File: src/tccw_ram.sv
// ----------------------------------------------------------------------------
// tccw_ram: generic single-port RAM
// One address per cycle, write when enabled, read data registered.
// ----------------------------------------------------------------------------
module tccw_ram #(
    parameter int WIDTH = 8,
    parameter int DEPTH = 16
) (
    input  logic                     i_clk,
    input  logic                     i_we,
    input  logic [$clog2(DEPTH)-1:0] i_addr,
    input  logic [WIDTH-1:0]         i_wdata,
    output logic [WIDTH-1:0]         o_rdata
);

    logic [WIDTH-1:0] r_mem [DEPTH];
    logic [WIDTH-1:0] r_rdata;

    always_ff @(posedge i_clk) begin
        if (i_we) begin
            r_mem[i_addr] <= i_wdata;
        end
        r_rdata <= r_mem[i_addr];
    end

    assign o_rdata = r_rdata;

endmodule

File: config.mk
export PLATFORM = sky130hd
export DESIGN_NAME = tccw_ram
export DESIGN_NICKNAME = d
export VERILOG_FILES = /design/src/tccw_ram.sv
export SDC_FILE = /design/constraint.sdc
export NUM_CORES = 1
export LEC_CHECK = 0
export BUFFER_PORTS_ARGS = -buffer_cell sky130_fd_sc_hd__buf_2
export CAP_MARGIN = 25
export CORE_MARGIN = 5
export CORE_UTILIZATION = 40
export CTS_CLUSTER_DIAMETER = 80
export DETAILED_ROUTE_END_ITERATION = 7
export PLACE_DENSITY = 0.6
export SYNTH_ARGS = -nofsm -noshare
export SYNTH_HDL_FRONTEND = slang
export SYNTH_SLANG_ARGS = --single-unit
File: constraint.sdc
create_clock -name i_clk -period 2.35 [get_ports i_clk]
set_input_delay 0.47 -clock i_clk [delete_from_list [all_inputs] [get_ports i_clk]]
set_output_delay 0.47 -clock i_clk [all_outputs]
set_load 0.02 [all_outputs]
# After elaboration in Yosys (flattened, before gate mapping)
# Memory sizes are Yosys's and may differ from the RTL's. A register that Yosys moved wholly into a read port is not among the register bits.
# Index checks and enable logic that the tools add are counted.
# classes
mux	2
# ops
cell	count
$mux W1	2
# word_totals
input_bits	14
ff_bits	0
ramBits	128
memories	1
# memory_table
name	words	width	read_ports	rd_clocked_by_memory_dff	wr	line	source
r_mem	16	8	1	1	1	16	logic [WIDTH-1:0] r_mem [DEPTH];

# Logic depth before layout (Yosys ltp)
# Gate-level depths: netlist of the first run.
# logic_depth
ltp_word	2
depth_mapped	5
mapped_depth_nobuf	3

# Worst setup path after synthesis of the first run
# Ideal clock, no wire load.
# synth_timing
path_kind	in2reg
start	in i_addr[2]
end	mem r_mem[0][0] (enable)
arrival_ps	1580
setup_time_ps	383
path_slack_ps	387
path_stages	2
t_required_ps	1967
n_path_buf	0
cell_sequence	or3b_2 nor3_1
# synth_rtl
item	line	source
from (decl)	11	input logic [$clog2(DEPTH)-1:0] i_addr,
to (decl)	16	
# Straight into the memory's write port.

==> results of run 1 <==
## kinds of logic (layout without fill, tap and decap cells)
| logic type | Yosys count | count (layout) |
|---|---|---|
| compound gates | 16 | 16 |
| buf+inv | 11 | 73 |
| flops | 136 | 136 |
| mux | 32 | 32 |
| simple gates | 35 | 35 |
## routing by layer
metal	routed length [um]	vias to the layer above	track usage, %	share of wire (%)
met1	4180	1235	18.1	44
met3	292	11	3.36	3.1
li1	-	1064	-	-
met2	4790	41	22.0	51
met4	135	0	6.79	1.4
met5	0	-	0	0
## synth_stat cells
master | instances | area share [%]
or3b_2 | 1 | 0.17
buf_6 | 2 | 0.44
nand2_1 | 9 | 0.67
and2_1 | 1 | 0.12
dfxtp_1 | 8 | 3.2
buf_1 | 4 | 0.30
nand2b_1 | 2 | 0.25
nand3_1 | 1 | 0.099
nor2_1 | 13 | 0.96
edfxtp_1 | 128 | 76
nor3_1 | 4 | 0.40
a22oi_1 | 16 | 2.4
nor2b_1 | 2 | 0.25
clkbuf_2 | 1 | 0.099
clkbuf_1 | 2 | 0.15
mux4_2 | 32 | 14
buf_2 | 2 | 0.20
nand3b_1 | 2 | 0.30
## sequential cells by signal, summed over array words and instances (netlist names)
register,flops
r_mem,128
o_rdata,8
## area by class of cell
class | count | share of cell area [%]
flip-flops and latches | 136 | 65.3
multi-input cells | 83 | 16.4
clock buffers | 23 | 7.95
repair buffers | 41 | 4.57
well taps | 172 | 3.51
clock inverters | 9 | 2.37
## per-stage QoR
| stage | power (uW) | worst slack (ns) | hold slack, ns |
|---|---|---|---|
| after detailed placement | 3050 | 0.400 | 0.665 |
| after global routing | 5970 | 0.732 | 0.447 |
| final | 5780 | 0.834 | 0.446 |
| after floorplan | 2930 | 0.387 | 0.569 |
| after global placement | 3050 | 0.387 | 0.658 |
| after CTS | 5840 | 0.837 | 0.432 |
## path summary, 6_finish.rpt
check                end  slack [ns]  cells after the start
max           o_rdata[1]        0.83                      5
min          r_mem[9][5]        0.45                      1
max reg2reg   o_rdata[1]        1.03                      3
min reg2reg   o_rdata[3]        0.67                      3
## worst max-delay path: stages
cell	delay (ns)
buf_2	0.10
buf_12	0.28
mux4_2	0.54
a22oi_1	0.31
nand2_1	0.08
## power by group through the flow
stage / sequential [uW] / combinational, uW / clock, uW
floorplan: 2790 / 140 / 0
global placement: 2780 / 268 / 0
detailed placement: 2780 / 271 / 0
CTS: 2730 / 271 / 2840
global route: 2730 / 290 / 2950
finish: 2730 / 265 / 2790
==> impl_metrics.py, run 1 <==
metrics = {
    "run_status": {
        "status": "finished, final reports clean",
    },
    "clock_tree": {
        "clk_path_buf_depth": 2,
        "clkSinkCount": 136,
        "cts_resized": 0,
        "insertion_delay_ns": 0.41,
        "htreeDepth": 4,
        "hold_buffers": 0,
        "post-cts-setup-buffers": 0,
        "cts_tree": "built",
        "cts_root_buffer": "clkbuf_16",
        "numCtsBuffers": 17,
        "clk_pin_slew_worst_paths_ns": 0.06,
    },
    "pwr": {
        "power_switching_uw": 1080,
        "p_clk_share_pct": 48.2,
        "swShare_pct": 18.7,
        "seqPwrFrac_pct": 47.2,
        "intPower_uw": 4700,
        "powerDensity_nw_per_um2": 943,
        "ir_drop_v": 0.000612,
        "leakagePower_uw": 0.00205,
        "pwr-share-comb_pct": 4.6,
    },
    "logic_synthesis": {
        "synth-compound-area-share_pct": 2.37,
        "syn_inst": 230,
        "netlist_area_um2": 5070,
        "syn_avg_cell_area_um2": 22.0,
        "ys_seq_area_share_pct": 79.0,
        "yosys.area_share.adder_pct": 0,
        "synthSimpleGateAreaFrac_pct": 3.21,
        "synth_cell_type_count": 18,
        "yosysWarnings": 0,
        "synthXorXnorAreaFrac_pct": 0,
        "synth_seq_cells": 136,
        "synth_top_family_by_area": "multiplexers",
        "syn-num-nets": 244,
        "synthMuxAreaShare_pct": 14.2,
    },
    "place": {
        "post_dp_cell_area_um2": 5500,
        "place_inst": 432,
        "globalplace.congestion": 0.731,
        "port_buffers": 21,
        "dpl.hpwl_um": 5780,
    },
    "grt": {
        "grt_max_degree": 40,
        "grt_overflow": 0,
        "grt_pass1_vias": 2519,
        "grt_first_pass_wirelength_um": 14700,
        "antenna_found_initial": 0,
        "grt_use_total_pct": 13.9,
    },
    "timing": {
        "min_period_ns": 1.52,
        "period_share_pct": 64.5,
        "setup_violations": 0,
        "maxSlewViolCount": 0,
        "hold_viol": 0,
        "setup_tns_ns": 0,
        "relSlewSlack_pct": 59.2,
        "fmax_mhz": 659,
        "finalClockSkew_ns": 0.00721,
        "max_slew.worst_pin.slew_ns": 0.610,
        "rsz0062_at_grt": "no",
    },
    "setup_path": {
        "cp.arrival_ns": 1.81,
        "cp_max_fo": 39,
        "worstPathRequired_ns": 2.64,
        "worstSetupStartpointType": "input port",
        "r2r_start": "r_mem[3][1]",
        "startpoint": "i_addr[0]",
        "endpoint_kind": "register",
        "critPathKind": "in -> reg",
    },
    "layout": {
        "final_common_cell": "edfxtp_1",
        "postLayoutCoreUtil_pct": 49.0,
        "stdcell_area_um2": 6140,
        "final_cells": 464,
        "drive_above_1_share_pct": 35.6,
        "diodes": 0,
        "most-common-layout-cells": "128 x edfxtp_1, 32 x mux4_2, 21 x buf_2",
        "final-seq-area_um2": 4000,
        "final_nets": 293,
        "nFillCells": 1037,
        "areaGrowthSynthToFinish_pct": 21.1,
        "multi_input_area_um2": 1000,
    },
    "die": {
        "initial_core_util_pct": 40.5,
        "io_pins": 22,
        "core_area_um2": 12500,
        "std_cell_rows": 41,
        "dieArea_um2": 15000,
        "dieHeight_um": 123,
        "fp.dieW_um": 123,
    },
    "detailed_routing": {
        "dr.pass1.iters": 6,
        "post-route-drc-count": 0,
        "vias_per_cell": 5.07,
        "drtAntennaViolNets": 0,
        "first_iter_violations": 120,
        "wl_per_cell_um": 20.3,
        "routed_wirelength_um": 9410,
        "vias": 2351,
    },
    "flow_run": {
        "cap_violations": 0,
    },
    "worst_hold_path": {
        "min-delay-start": "i_wdata[5]",
        "worstHoldPathType": "in -> reg",
    },
}
Note: power is estimated with default switching activity, not from simulation.
==> run 2: changes to the inputs <==
Settings changed: PLACE_DENSITY 0.6 to 0.62.
Clock period 2.35 ns to 1.25 ns, I/O delays scaled along.
==> run 2 against run 1 <==
Non-clock buffer count increased by 28. Core utilization rose by 4.8 points. The run now ends with setup timing left. Combinational power rose to 2.6 times the previous value. Critical path type is now reg -> reg. Clock power increased by 84%. Setup slack got worse by 0.93 ns. Die area unchanged. Clock skew up 0.0040 ns. Global-route usage grew 1.3 points. Worst hold slack lost 0.21 ns. Sequential power increased by 88%. Wire length increased by 8.8%.
==> impl_metrics.py, run 2 (synthesis results as in run 1) <==
metrics = {
    "pwr": {
        "p_clk_share_pct": 46.8,
        "intPower_uw": 8750,
        "ir_drop_v": 0.00107,
        "swShare_pct": 20.0,
        "seqPwrFrac_pct": 46.9,
        "leakagePower_uw": 0.00226,
        "power_switching_uw": 2190,
        "powerDensity_nw_per_um2": 1620,
        "pwr-share-comb_pct": 6.3,
    },
    "layout": {
        "final_common_cell": "edfxtp_1",
        "diodes": 0,
        "most-common-layout-cells": "128 x edfxtp_1, 32 x mux4_2, 29 x buf_4",
        "areaGrowthSynthToFinish_pct": 32.9,
        "final_nets": 321,
        "largest-register": "r_mem",
        "postLayoutCoreUtil_pct": 53.8,
        "drive_above_1_share_pct": 48.4,
        "largest_reg_flops": 128,
    },
    "timing": {
        "max_slew.worst_pin.slew_ns": 0.730,
        "fmax_mhz": 742,
        "period_share_pct": 108,
        "relSlewSlack_pct": 51.1,
        "rsz0062_at_grt": "yes",
        "finalClockSkew_ns": 0.0112,
        "maxSlewViolCount": 0,
        "min_period_ns": 1.35,
        "hold_viol": 0,
        "fin_ws_ns": -0.0969,
        "hold_ws_ns": 0.240,
        "setup_violations": 8,
    },
    "grt": {
        "top_usage_layer": "met2",
        "use_met1_pct": 18.8,
        "antenna_found_initial": 0,
        "grt_pass1_vias": 2565,
        "use_met3_pct": 4.29,
        "grt_first_pass_wirelength_um": 15600,
        "grt_overflow": 0,
        "grt_util_met2_pct": 25.2,
        "grt_max_degree": 17,
        "grt_use_total_pct": 15.1,
    },
    "clock_tree": {
        "clk_pin_slew_worst_paths_ns": 0.06,
        "numCtsBuffers": 17,
        "hold_buffers": 0,
        "clk_path_buf_depth": 2,
        "htreeDepth": 4,
        "cts_tree": "built",
        "insertion_delay_ns": 0.42,
        "clkSinkCount": 136,
        "cts_root_buffer": "clkbuf_16",
        "post-cts-setup-buffers": 0,
    },
    "setup_path": {
        "worstSetupStartpointType": "register",
        "crit_buf_inv": 0,
        "crit_chain": "mux4_2, a22oi_2, nand2_1",
        "worstPathRequired_ns": 1.53,
        "critPathMaxStageDelay_ns": 0.48,
        "cp.arrival_ns": 1.63,
        "endpoint_kind": "register",
        "cp_max_fo": 1,
        "r2r_end": "o_rdata[3]",
        "cp.depth": 3,
        "slowest_stage": "mux4_2",
        "cp_top_family": "multiplexers",
        "startpoint": "r_mem[3][3]",
        "reg2reg_depth": 3,
        "r2r_start": "r_mem[3][3]",
        "critPathKind": "reg -> reg",
        "crit_end": "o_rdata[3]",
        "rrSetupSlack_ns": -0.1,
    },
    "detailed_routing": {
        "vias": 2447,
        "first_iter_violations": 162,
        "wl_per_cell_um": 20.8,
        "dr.pass1.iters": 4,
        "vias_per_cell": 4.97,
        "routed_wirelength_um": 10200,
        "post-route-drc-count": 0,
        "drtAntennaViolNets": 0,
    },
    "die": {
        "fp.dieW_um": 123,
        "dieHeight_um": 123,
        "initial_core_util_pct": 40.5,
        "dieArea_um2": 15000,
        "core_area_um2": 12500,
        "io_pins": 22,
        "std_cell_rows": 41,
    },
    "place": {
        "dpl.hpwl_um": 7050,
        "port_buffers": 21,
        "globalplace.congestion": 0.768,
    },
    "run_status": {
        "status": "complete, but fails checks",
        "violations": "setup timing",
    },
    "worst_hold_path": {
        "worstHoldPathType": "in -> reg",
    },
    "flow_run": {
        "cap_violations": 0,
    },
}
## run 2: repair_timing
action,CTS,global route
pin swaps,2,4
gates resized for setup,4,3
setup endpoints to repair,9,9
## run 2: layer usage
metal	routed length [um]	part of all wire (%)
met1	4410	43
met3	357	3.5
met4	96	0.94
met2	5370	52
met5	0	0
## run 2: area by class of cell
type | count | area [um2]
fillers | 1000 | 5780
flip-flops and latches | 136 | 4010
multi-input cells | 83 | 1180
repair buffers | 69 | 718
clock buffers | 20 | 437
well taps | 172 | 215
clock inverters | 12 | 176
## run 2: through the flow
step           setup TNS (ns)  total power [uW]  instance area [um2]  std cells  worst slack [ns]
3_3_place_gp           -22.66              5910                 6090        460            -0.502
4_1_cts                -0.552             11000                 6720        492           -0.0902
6_report               -0.408             10900                 6740        492           -0.0969
2_1_floorplan           -2.32              5580                 5270        230            -0.134
3_5_place_dp           -23.34              5920                 6090        460            -0.492
5_1_grt                -0.673             11300                 6740        492            -0.113
## run 2: worst min-delay path by stage
| stage | cells after the start | start | endpoint | slack (ns) |
|---|---|---|---|---|
| 2_1_floorplan | 0 | i_wdata[0] | r_mem[0][0] | 0.35 |
| 3_3_place_gp | 3 | r_mem[11][6] | o_rdata[6] | 0.66 |
| 3_5_place_dp | 1 | o_rdata[2] | o_rdata[2] | 0.67 |
| 4_1_cts | 1 | i_wdata[1] | r_mem[14][1] | 0.23 |
| 5_1_grt | 1 | i_wdata[2] | r_mem[7][2] | 0.24 |
| 6_report | 1 | i_wdata[2] | r_mem[7][2] | 0.24 |
## run 2: power by group through the flow
| stage | clock network [uW] | registers (uW) | logic (uW) |
|---|---|---|---|
| floorplan | 0 | 5250 | 323 |
| global placement | 0 | 5220 | 685 |
| detailed placement | 0 | 5220 | 692 |
| CTS | 5220 | 5130 | 702 |
| global route | 5440 | 5140 | 739 |
| finish | 5120 | 5130 | 691 |
==> run 3: changes to the inputs <==
Settings changed: CORE_ASPECT_RATIO from default to 2.
==> run 3 against run 2 <==
Clock-buffer cell count increased by 2. Largest cell class unchanged. The flow still finishes with violations (setup timing). Maximum frequency is 5.0% higher. Worst hold slack lost 0.016 ns. Highest routed layer unchanged. Largest power group unchanged.
==> impl_metrics.py, run 3 (synthesis results as in run 1) <==
metrics = {
    "run_status": {
        "status": "complete, but fails checks",
        "violations": "setup timing",
    },
    "detailed_routing": {
        "routed_wirelength_um": 10000,
        "drtAntennaViolNets": 0,
        "first_iter_violations": 159,
        "vias_per_cell": 5.25,
        "post-route-drc-count": 0,
        "vias": 2396,
        "wl_per_cell_um": 21.9,
        "dr.pass1.iters": 4,
    },
    "layout": {
        "postLayoutCoreUtil_pct": 52.0,
        "drive_above_1_share_pct": 45.8,
        "final_common_cell": "edfxtp_1",
        "most-common-layout-cells": "128 x edfxtp_1, 32 x mux4_2, 21 x buf_2",
        "nFillCells": 998,
        "final-seq-area_um2": 4000,
        "areaGrowthSynthToFinish_pct": 28.1,
        "largest-register": "r_mem",
        "diodes": 0,
        "largest_reg_flops": 128,
        "multi_input_area_um2": 1190,
        "final_nets": 307,
        "final_cells": 456,
    },
    "clock_tree": {
        "numCtsBuffers": 17,
        "hold_buffers": 0,
        "clkSinkCount": 136,
        "clk_path_buf_depth": 2,
        "cts_tree": "built",
        "post-cts-setup-buffers": 0,
        "clk_pin_slew_worst_paths_ns": 0.05,
        "cts_root_buffer": "clkbuf_16",
        "htreeDepth": 4,
        "insertion_delay_ns": 0.41,
    },
    "grt": {
        "antenna_found_initial": 0,
        "grt_first_pass_wirelength_um": 15600,
        "grt_max_degree": 21,
        "grt_pass1_vias": 2665,
        "grt_use_total_pct": 14.7,
        "grt_overflow": 0,
    },
    "place": {
        "dpl.hpwl_um": 7140,
        "place_inst": 424,
        "globalplace.congestion": 0.722,
        "post-place-ws_ns": -0.483,
        "port_buffers": 21,
    },
    "setup_path": {
        "endpoint_kind": "register",
        "worstSetupStartpointType": "register",
        "cp.arrival_ns": 1.56,
        "cp_max_fo": 1,
        "worstPathRequired_ns": 1.53,
        "critPathKind": "reg -> reg",
    },
    "timing": {
        "min_period_ns": 1.28,
        "relSlewSlack_pct": 36.5,
        "fin_ws_ns": -0.0327,
        "max_slew.worst_pin.slew_ns": 0.951,
        "hold_viol": 0,
        "finalClockSkew_ns": 0.00584,
        "setup_violations": 3,
        "maxSlewViolCount": 0,
        "rsz0062_at_grt": "yes",
        "fmax_mhz": 780,
        "period_share_pct": 103,
    },
    "die": {
        "core_area_um2": 12500,
        "std_cell_rows": 58,
        "dieHeight_um": 169,
        "io_pins": 22,
        "fp.dieW_um": 89.6,
        "dieArea_um2": 15200,
        "initial_core_util_pct": 40.6,
    },
    "pwr": {
        "leakagePower_uw": 0.00214,
        "powerDensity_nw_per_um2": 1590,
        "ir_drop_v": 0.00107,
    },
    "flow_run": {
        "cap_violations": 0,
    },
    "worst_hold_path": {
        "worstHoldPathType": "in -> reg",
    },
}
[run 3: changes by cell type in the layout (fill, tap and decap cells not counted), sizes merged]
cell and change:
clkbuf +2, clkinvlp +1, bufinv -2, buf -14
clkinv -1
[run 3: what timing repair did]
item / in CTS / in global routing
resized for setup: 5 / 2
endpoints found under the setup margin: 7 / 8
pin swaps: 7 / 5
[run 3: area by class of cell]
| class | count | share of cell area [%] |
|---|---|---|
| multi-input cells | 83 | 18.4 |
| well taps | 150 | 2.89 |
| flip-flops and latches | 136 | 61.7 |
| repair buffers | 55 | 8.63 |
| clock buffers | 22 | 6.84 |
| clock inverters | 10 | 1.60 |
[run 3: metal layers]
metal	vias up	wire (um)	GRT usage [%]
li1	1093	-	-
met1	1254	3540	15.6
met2	40	6020	27.0
met3	9	296	3.74
met4	0	144	5.06
met5	-	0	0
[run 3: worst paths after layout]
| path | startpoint | endpoint | slack (ns) | depth (start not counted) |
|---|---|---|---|---|
| max | r_mem[0][1] | o_rdata[1] | -0.03 | 3 |
| min | i_wdata[1] | r_mem[6][1] | 0.22 | 1 |
| max reg2reg | r_mem[0][1] | o_rdata[1] | -0.03 | 3 |
| min reg2reg | r_mem[14][5] | o_rdata[5] | 0.67 | 3 |
[run 3: through the flow]
stage / hold slack, ns / instance area (um2) / total power, uW / TNS, ns
CTS: 0.212 / 6480 / 10400 / -0.128
global route: 0.230 / 6490 / 10700 / -0.368
global placement: 0.626 / 5910 / 5830 / -23.27
finish: 0.224 / 6490 / 10300 / -0.0905
detailed placement: 0.645 / 5910 / 5850 / -23.42
floorplan: 0.349 / 5270 / 5580 / -2.32
[run 3: report_power, final]
part | switching, uW | internal (uW)
Combinational | 353 | 275
Clock | 1670 | 2900
Sequential | 29.3 | 5100
[run 3: critical path: stages, from the launching register on]
cell and delay [ns]:
edfxtp_1 0.38, mux4_2 0.49, a22oi_2 0.18, nand2_1 0.11
